===== src/hdl/assert_macros.svh =====
// assertion helpers shared by the rtl files
`ifndef ASSERT_MACROS_SVH
`define ASSERT_MACROS_SVH

// cond must never hold at a clock edge
`define ASSERT_NEVER(lbl, clk, rst_n, cond) \
    lbl: assert property (@(posedge clk) disable iff (!(rst_n)) !(cond)) \
        else $error("assertion failed: never");

// when a holds, b holds in the next cycle
`define ASSERT_NEXT(lbl, clk, rst_n, a, b) \
    lbl: assert property (@(posedge clk) disable iff (!(rst_n)) (a) |=> (b)) \
        else $error("assertion failed: next");

`endif


===== src/hdl/hpt_pkg.sv =====
package hpt_pkg;

    localparam int COORD_WIDTH_DEF = 32;
    localparam int FRAC_BITS_DEF   = 16;

    localparam int COEF_W     = 32;
    localparam int EPS_W      = 31;
    localparam int CFG_DATA_W = 64;
    localparam int CFG_IDX_W  = 3;

    typedef logic [CFG_IDX_W-1:0] t_cfg_idx;

    localparam t_cfg_idx REG_ROW0_A  = 3'd0;
    localparam t_cfg_idx REG_MIX_B   = 3'd1;
    localparam t_cfg_idx REG_ROW1_C  = 3'd2;
    localparam t_cfg_idx REG_ROW2_D  = 3'd3;
    localparam t_cfg_idx REG_CORNER  = 3'd4;
    localparam t_cfg_idx REG_EPSILON = 3'd5;

    localparam logic [CFG_DATA_W-1:0] RST_ROW0_A = 64'h0001_0000_0000_0000;
    localparam logic [CFG_DATA_W-1:0] RST_MIX_B  = 64'h0;
    localparam logic [CFG_DATA_W-1:0] RST_ROW1_C = 64'h0001_0000_0000_0000;
    localparam logic [CFG_DATA_W-1:0] RST_ROW2_D = 64'h0;
    localparam logic [COEF_W-1:0]     RST_CORNER = 32'h0001_0000;
    localparam logic [EPS_W-1:0]      RST_EPS    = 31'h0;

    typedef logic [1:0] t_status;

    localparam t_status ST_AFFINE    = 2'd0;
    localparam t_status ST_DIVIDED   = 2'd1;
    localparam t_status ST_NEAR_ZERO = 2'd2;

    // control group that travels down the divider chain with each word
    typedef struct packed {
        logic    valid;
        logic    div;
        logic    neg_x;
        logic    neg_y;
        t_status status;
        logic    sat;
        logic    last;
    } t_ctl;

endpackage


===== src/hdl/hpt_div_cell.sv =====
`include "assert_macros.svh"

module hpt_div_cell #(
    parameter int W = hpt_pkg::COORD_WIDTH_DEF,
    parameter int N = hpt_pkg::COORD_WIDTH_DEF + hpt_pkg::FRAC_BITS_DEF
) (
    input  logic                 i_clk,
    input  logic                 i_rst_n,
    input  logic                 i_en,
    input  hpt_pkg::t_ctl        i_ctl,
    input  logic [W-1:0]         i_d,
    input  logic [W-1:0]         i_rem_x,
    input  logic [W-1:0]         i_rem_y,
    input  logic [N-1:0]         i_nq_x,
    input  logic [N-1:0]         i_nq_y,
    input  logic signed [W-1:0]  i_px,
    input  logic signed [W-1:0]  i_py,
    output hpt_pkg::t_ctl        o_ctl,
    output logic [W-1:0]         o_d,
    output logic [W-1:0]         o_rem_x,
    output logic [W-1:0]         o_rem_y,
    output logic [N-1:0]         o_nq_x,
    output logic [N-1:0]         o_nq_y,
    output logic signed [W-1:0]  o_px,
    output logic signed [W-1:0]  o_py
);
    import hpt_pkg::*;

    logic [W:0]   w_rx, w_ry, w_dx, w_dy;
    logic         w_gx, w_gy;
    logic [W-1:0] n_rem_x, n_rem_y;
    logic [N-1:0] n_nq_x, n_nq_y;

    // one restoring step: dividend bits leave the top, quotient bits enter the bottom
    always_comb begin
        w_rx    = {i_rem_x, i_nq_x[N-1]};
        w_ry    = {i_rem_y, i_nq_y[N-1]};
        w_dx    = w_rx - {1'b0, i_d};
        w_dy    = w_ry - {1'b0, i_d};
        w_gx    = w_rx >= {1'b0, i_d};
        w_gy    = w_ry >= {1'b0, i_d};
        n_rem_x = w_gx ? w_dx[W-1:0] : w_rx[W-1:0];
        n_rem_y = w_gy ? w_dy[W-1:0] : w_ry[W-1:0];
        n_nq_x  = {i_nq_x[N-2:0], w_gx};
        n_nq_y  = {i_nq_y[N-2:0], w_gy};
    end

    always_ff @(posedge i_clk) begin
        if (!i_rst_n) begin
            o_ctl <= '0;
        end else if (i_en) begin
            o_ctl <= i_ctl;
        end
    end

    always_ff @(posedge i_clk) begin
        if (i_en) begin
            o_d     <= i_d;
            o_rem_x <= n_rem_x;
            o_rem_y <= n_rem_y;
            o_nq_x  <= n_nq_x;
            o_nq_y  <= n_nq_y;
            o_px    <= i_px;
            o_py    <= i_py;
        end
    end

    `ASSERT_NEVER(a_zero_divisor, i_clk, i_rst_n, i_ctl.valid && i_ctl.div && (i_d == '0))

endmodule


===== config.mk =====
export PLATFORM = sky130hd
export DESIGN_NAME = hpt_div_cell
export DESIGN_NICKNAME = d
export VERILOG_FILES = /design/src/hdl/hpt_pkg.sv /design/src/hdl/hpt_div_cell.sv
export VERILOG_INCLUDE_DIRS = /design/src /design/src/hdl
export SDC_FILE = /design/constraint.sdc
export NUM_CORES = 1
export LEC_CHECK = 0
export BUFFER_PORTS_ARGS = -buffer_cell sky130_fd_sc_hd__clkbuf_2
export CAP_MARGIN = 15
export CORE_AREA = 3 3 208 210
export CTS_BUF_LIST = sky130_fd_sc_hd__clkbuf_4 sky130_fd_sc_hd__clkbuf_8 sky130_fd_sc_hd__clkbuf_16
export CTS_CLUSTER_DIAMETER = 100
export DETAILED_ROUTE_END_ITERATION = 10
export DIE_AREA = 0 0 211 213
export GPL_TIMING_DRIVEN = 0
export SYNTH_ARGS = -nofsm -noshare
export SYNTH_HDL_FRONTEND = slang
export SYNTH_SLANG_ARGS = --single-unit

===== constraint.sdc =====
create_clock -name i_clk -period 4.5 [get_ports i_clk]
set_clock_uncertainty 0.2 [all_clocks]
set_input_delay 0.225 -clock i_clk [delete_from_list [all_inputs] [get_ports i_clk]]
set_output_delay 0.225 -clock i_clk [all_outputs]
set_load 0.01 [all_outputs]

==> qor.txt, run 1 <==
Initial Util = 0.304
HPWL after DPL = 41.1 mm
Area delta synth->final = 57.8%
Hold Path Class = in -> reg
Final net count = 2134
Latest clock arrival within the worst-skew pair = 0.52 ns
Post-Syn Area = 12700 um^2
Min Tclk post-route = 3.86 ns
Vias in the first global route = 11600
Final hold violations = 0
Post-synth top flop = edfxtp_1
Yosys cell types = 73
Max Cap Viol = 0
Die Y = 213 um
Finished Cell Area = 20000 um^2
Startpoint Class = primary input
Initial antenna violation count = 8
CTS Buf Count = 34
FFs w/ async S/R, synth = 0
Post-Syn Nets = 1292
Count of final setup violators = 0
Syn Inst Count = 959
Layout cells sized above 1 = 0.353
Avg WL per Cell = 22.6 um
GRT Total Usage = 0.227
Clock tree buffer depth = 3
Total gr overflow = 0
Synth Register Bits = 264
Maximum vdd ir drop = 0.237 mV
Crit path DAT = 3.94 ns
Drt first pass iters = 5
Slew @ Worst Pin = 0.889 ns
Post-cts resize count = 0
Worst r2r src = o_ctl[1]$_SDFFE_PN0P_
CTS tree = yes
Outcome = finished, final reports clean
H-Tree Depth = 2
Hold Crit Start = i_rem_y[31]
Setup CP Type = in -> reg
Routed Antenna Nets = 0
Area contributors post-synth = edfxtp_1 (61%), ha_1 (6.3%), mux2_4 (3.0%)
Number of post-CTS setup repair buffers = 0
Clock-pin slew on the worst setup and hold paths = 0.06 ns
Top-area cell type share of the netlist area = 0.606
Sequential-to-total area share from yosys stat = 0.618
Post-synth EDFFs = 256
Boundary pin count = 531
Hold Worst Slack = 0.105 ns
RSZ-0062 raised after global routing = false
Drt total wl = 53.7 mm
Core Rows = 75
Power Dens Cells = 380 nW/um^2
Clock sink count = 264
Via density = 4.81
Max-slew violations = 0
Slew margin rel. = 0.402
DR iter-0 viols = 847
Synth area leader = edfxtp_1
Final GP Congestion = 0.902
Die area = 44900 um^2
Syn_area_per_cell = 13.2 um^2
Post-place setup slack = 0.721 ns
Maximum operating frequency = 259 MHz
Largest net degree at the start of global routing = 114
IO buf count = 530
Root buffer cell = clkbuf_16
Yosys warning total = 0
Die width = 211 um
Placed cell area = 16100 um^2
Setup ws final = 0.645 ns
CP Capture Type = flop
Worst-path maximum fanout = 6
Leak = 8.96 nW
CP required = 4.59 ns
Placeable Area = 41800 um^2
Crit path launch = i_d[27]
Final period util = 0.857
First-pass GRT wire length = 75.6 mm
DRC viols = 0
Routed vias = 11400
## final cells by class
type,instances,area [um^2]
Clock inverter,21,254
Clock buffer,41,933
Buffer,19,131
Sequential cell,264,7850
Inverter,62,235
Antenna cell,7,17.5
Tap cell,539,674
Fill cell,3699,21700
Multi-Input combinational cell,614,4480
Timing Repair Buffer,806,5460
## cells by family after synthesis
kind of cell / count (synthesis) / synth area share
flip-flops: 264 / 0.618
AO/OA/AOI/OAI: 232 / 0.123
AND/OR/NAND/NOR: 224 / 0.0860
buffers and inverters: 81 / 0.0289
adder cells (fa/ha/maj): 66 / 0.0662
XOR/XNOR: 47 / 0.0324
multiplexers: 45 / 0.0456
## what timing repair did
action	CTS	global route
hold buffers	274	0
hold endpoints to repair	297	0
endpoints found under the setup margin	0	0
## through the flow
stage	cells	util	TNS (ns)	total power, W
after floorplan	959	-	0	0.00386
after global placement	2028	0.384	-315.69	0.00455
after detailed placement	2030	0.385	0	0.00454
after CTS	2366	0.479	0	0.00771
after global routing	2372	0.480	0	0.00793
final	2373	0.480	0	0.00761
## worst max-delay path, cell delays in order
cell and delay [ns]:
dlygate4sd3_1 0.54, clkbuf_2 0.12, inv_1 0.09, ha_1 0.40, nand3_1 0.18, nor4_1 0.80, nand4_1 0.26, a21oi_1 0.24
a311oi_2 0.08, a21oi_2 0.22, nor4_4 0.09, mux2i_1 0.13, dlygate4sd3_1 0.57
## flip-flops by register name (all words and copies together), names as in the netlist
| name | count |
|---|---|
| o_nq_x | 48 |
| o_nq_y | 48 |
| o_d | 32 |
| o_px | 32 |
| o_py | 32 |
| o_rem_x | 32 |
| o_rem_y | 32 |
| o_ctl | 8 |
## final timing paths
path	end	slack (ns)	cells after the start
worst max register to register	o_ctl[1]$_SDFFE_PN0P_	3.06	3
worst min register to register	o_ctl[7]$_SDFFE_PN0P_	0.88	3
worst min-delay path	o_rem_y[31]$_DFFE_PP_	0.10	4
worst max-delay path	o_rem_y[1]$_DFFE_PP_	0.64	13
## report_power, final
group	switching (W)	internal (W)	total [W]	leakage (nW)
sequential	0.0000728	0.00299	0.00306	2.57
combinational	0.000906	0.000746	0.00165	5.81
clock	0.00111	0.00178	0.00289	0.581
total	0.00209	0.00552	0.00761	8.96
## placed cells by master, fill, tap and decap left out, types with 7 or more instances in the layout
master | netlist | final
o21ai_0 | 50 | 50
nor3_1 | 16 | 16
o21ai_1 | 7 | 7
clkbuf_2 | 1 | 530
xor2_1 | 16 | 16
and2_1 | 9 | 9
nand3_1 | 20 | 20
nand4_1 | 10 | 10
a21o_1 | 30 | 30
nand2_1 | 70 | 70
mux2i_1 | 17 | 17
diode_2 | 0 | 7
clkbuf_16 | 0 | 35
and3_1 | 10 | 10
a211oi_1 | 11 | 11
inv_1 | 60 | 60
dfxtp_1 | 8 | 8
nor2_1 | 46 | 46
a21oi_1 | 58 | 58
mux2_4 | 25 | 25
ha_1 | 64 | 64
dlygate4sd3_1 | 0 | 274
xnor2_1 | 31 | 31
buf_6 | 7 | 7
o21bai_1 | 7 | 7
nor2b_1 | 21 | 21
a31oi_1 | 7 | 7
edfxtp_1 | 256 | 256
## cell usage after synthesis (20+ instances only)
cell type  instances
edfxtp_1         256
nand2_1           70
mux2_4            25
a21oi_1           58
nor2b_1           21
inv_1             60
o21ai_0           50
nand3_1           20
nor2_1            46
xnor2_1           31
ha_1              64
a21o_1            30
## layer usage
layer | GRT usage | vias up | wire length [um]
met5 | 0 | - | 38
met4 | 0.111 | 6 | 2660
met3 | 0.0505 | 106 | 3160
met2 | 0.397 | 475 | 26600
met1 | 0.266 | 5500 | 21300
li1 | - | 5338 | -
(Power assumes the default switching activity.)
==> inputs of run 2 (changes only) <==
Settings changed: CTS_BUF_LIST sky130_fd_sc_hd__clkbuf_4 sky130_fd_sc_hd__clkbuf_8 sky130_fd_sc_hd__clkbuf_16 to unset.
==> qor.txt, run 2 (synthesis gave the netlist of run 1 again) <==
Outcome = finished, final reports clean
Maximum operating frequency = 262 MHz
Most used cell along the critical path = dlygate4sd3_1
Slew margin rel. = 0.428
Count of final setup violators = 0
CTS tree = yes
Clock tree buffer depth = 3
Min Tclk post-route = 3.82 ns
Drt total wl = 53.6 mm
HPWL after DPL = 41.1 mm
Reg2Reg Setup Slack = 3.05 ns
Largest net degree at the start of global routing = 114
IO buf count = 530
Setup ws final = 0.676 ns
Largest regs = o_nq_x (48), o_nq_y (48)
Core Rows = 75
Clock-pin slew on the worst setup and hold paths = 0.06 ns
Worst-path maximum fanout = 6
Boundary pin count = 531
Vias in the first global route = 11500
Hold Worst Slack = 0.109 ns
Area delta synth->final = 57.7%
Commonest cells after routing, fill and taps aside = clkbuf_2 (530), dlygate4sd3_1 (274), edfxtp_1 (256)
First-pass GRT wire length = 75.3 mm
Worst path max stage delay = 0.77 ns
Layout cells sized above 1 = 0.351
Die area = 44900 um^2
Routed Antenna Nets = 0
Worst path slowest cell = nor4_1
Final period util = 0.850
Clock sink count = 264
Crit path DAT = 3.91 ns
Die Y = 213 um
Hold Path Class = in -> reg
CTS Buf Count = 34
Post-cts resize count = 0
Routed vias = 11400
Final GP Congestion = 0.902
Startpoint Class = primary input
Hold_buf cts = 274
Slew @ Worst Pin = 0.850 ns
RSZ-0062 raised after global routing = false
Final hold violations = 0
Die width = 211 um
Max Cap Viol = 0
Root buffer cell = clkbuf_16
Max-slew violations = 0
Initial antenna violation count = 5
CP required = 4.59 ns
Latest clock arrival within the worst-skew pair = 0.52 ns
Post-place setup slack = 0.721 ns
DRC viols = 0
Initial Util = 0.304
Maximum vdd ir drop = 0.237 mV
Seq. cell area = 7850 um^2
CP Capture Type = flop
Final net count = 2134
Total gr overflow = 0
H-Tree Depth = 2
Avg WL per Cell = 22.6 um
Multi-input combinational cell area = 4480 um^2
Leak = 8.95 nW
Placeable Area = 41800 um^2
GRT Total Usage = 0.227
Fillers = 3706
DR iter-0 viols = 786
Power Dens Cells = 379 nW/um^2
Via density = 4.82
Most common cell after layout, fill and taps aside = clkbuf_2
Setup CP Type = in -> reg
Cell Chain, Critical Path = dlygate4sd3_1, clkbuf_2, inv_1, ha_1, nand3_1, nor4_1, nand4_1, a21oi_1, a311oi_2, a21oi_2, nor4_4, mux2i_1, dlygate4sd3_1
Number of post-CTS setup repair buffers = 0
Drt first pass iters = 6
-- run 2: cell count changes in the layout (fill, tap and decap cells not counted) --
| cell | before | now |
|---|---|---|
| clkbuf_4 | 4 | 0 |
| diode_2 | 7 | 6 |
| clkbuf_1 | 6 | 10 |
-- run 2: power breakdown --
part	total, W	switching (W)	internal (W)
Combinational	0.00165	0.000905	0.000746
Sequential	0.00306	0.0000724	0.00299
Clock	0.00288	0.00112	0.00176
-- run 2: final timing paths --
kind | start | to | cells after the start
min reg2reg | o_ctl[7]$_SDFFE_PN0P_ | o_ctl[7]$_SDFFE_PN0P_ | 3
max reg2reg | o_ctl[1]$_SDFFE_PN0P_ | o_ctl[1]$_SDFFE_PN0P_ | 3
min | i_rem_y[31] | o_rem_y[31]$_DFFE_PP_ | 4
max | i_d[27] | o_rem_y[1]$_DFFE_PP_ | 13
-- run 2: layout make-up --
class / count / share of cell area
Sequential cell: 264 / 0.392
Timing Repair Buffer: 806 / 0.273
Multi-Input combinational cell: 614 / 0.224
Clock buffer: 41 / 0.0459
Tap cell: 539 / 0.0337
Clock inverter: 21 / 0.0127
Inverter: 62 / 0.0118
Buffer: 19 / 0.00656
Antenna cell: 6 / 0.000750
-- run 2: critical path, delay by kind of cell --
kind / cells / cell delay (ns)
compound gates: 3 / 0.54
buf+inv: 4 / 1.32
simple gates: 4 / 1.29
fa+ha+maj: 1 / 0.40
mux: 1 / 0.14
-- run 2: metrics by stage --
stage,utilization,std cells,area [um^2],power [W],TNS (ns)
after CTS,0.479,2366,20000,0.00768,0
after detailed placement,0.385,2030,16100,0.00454,0
final,0.479,2372,20000,0.00759,0
after global placement,0.384,2028,16000,0.00455,-315.69
after floorplan,-,959,12700,0.00386,0
after global routing,0.479,2369,20000,0.00790,0
-- run 2: metal layers --
| metal | share of wire | vias to the layer above | track usage |
|---|---|---|---|
| li1 | - | 5335 | - |
| met1 | 0.40 | 5522 | 0.269 |
| met2 | 0.50 | 459 | 0.397 |
| met3 | 0.057 | 104 | 0.0466 |
| met4 | 0.047 | 6 | 0.106 |
| met5 | 0.00063 | - | 0 |
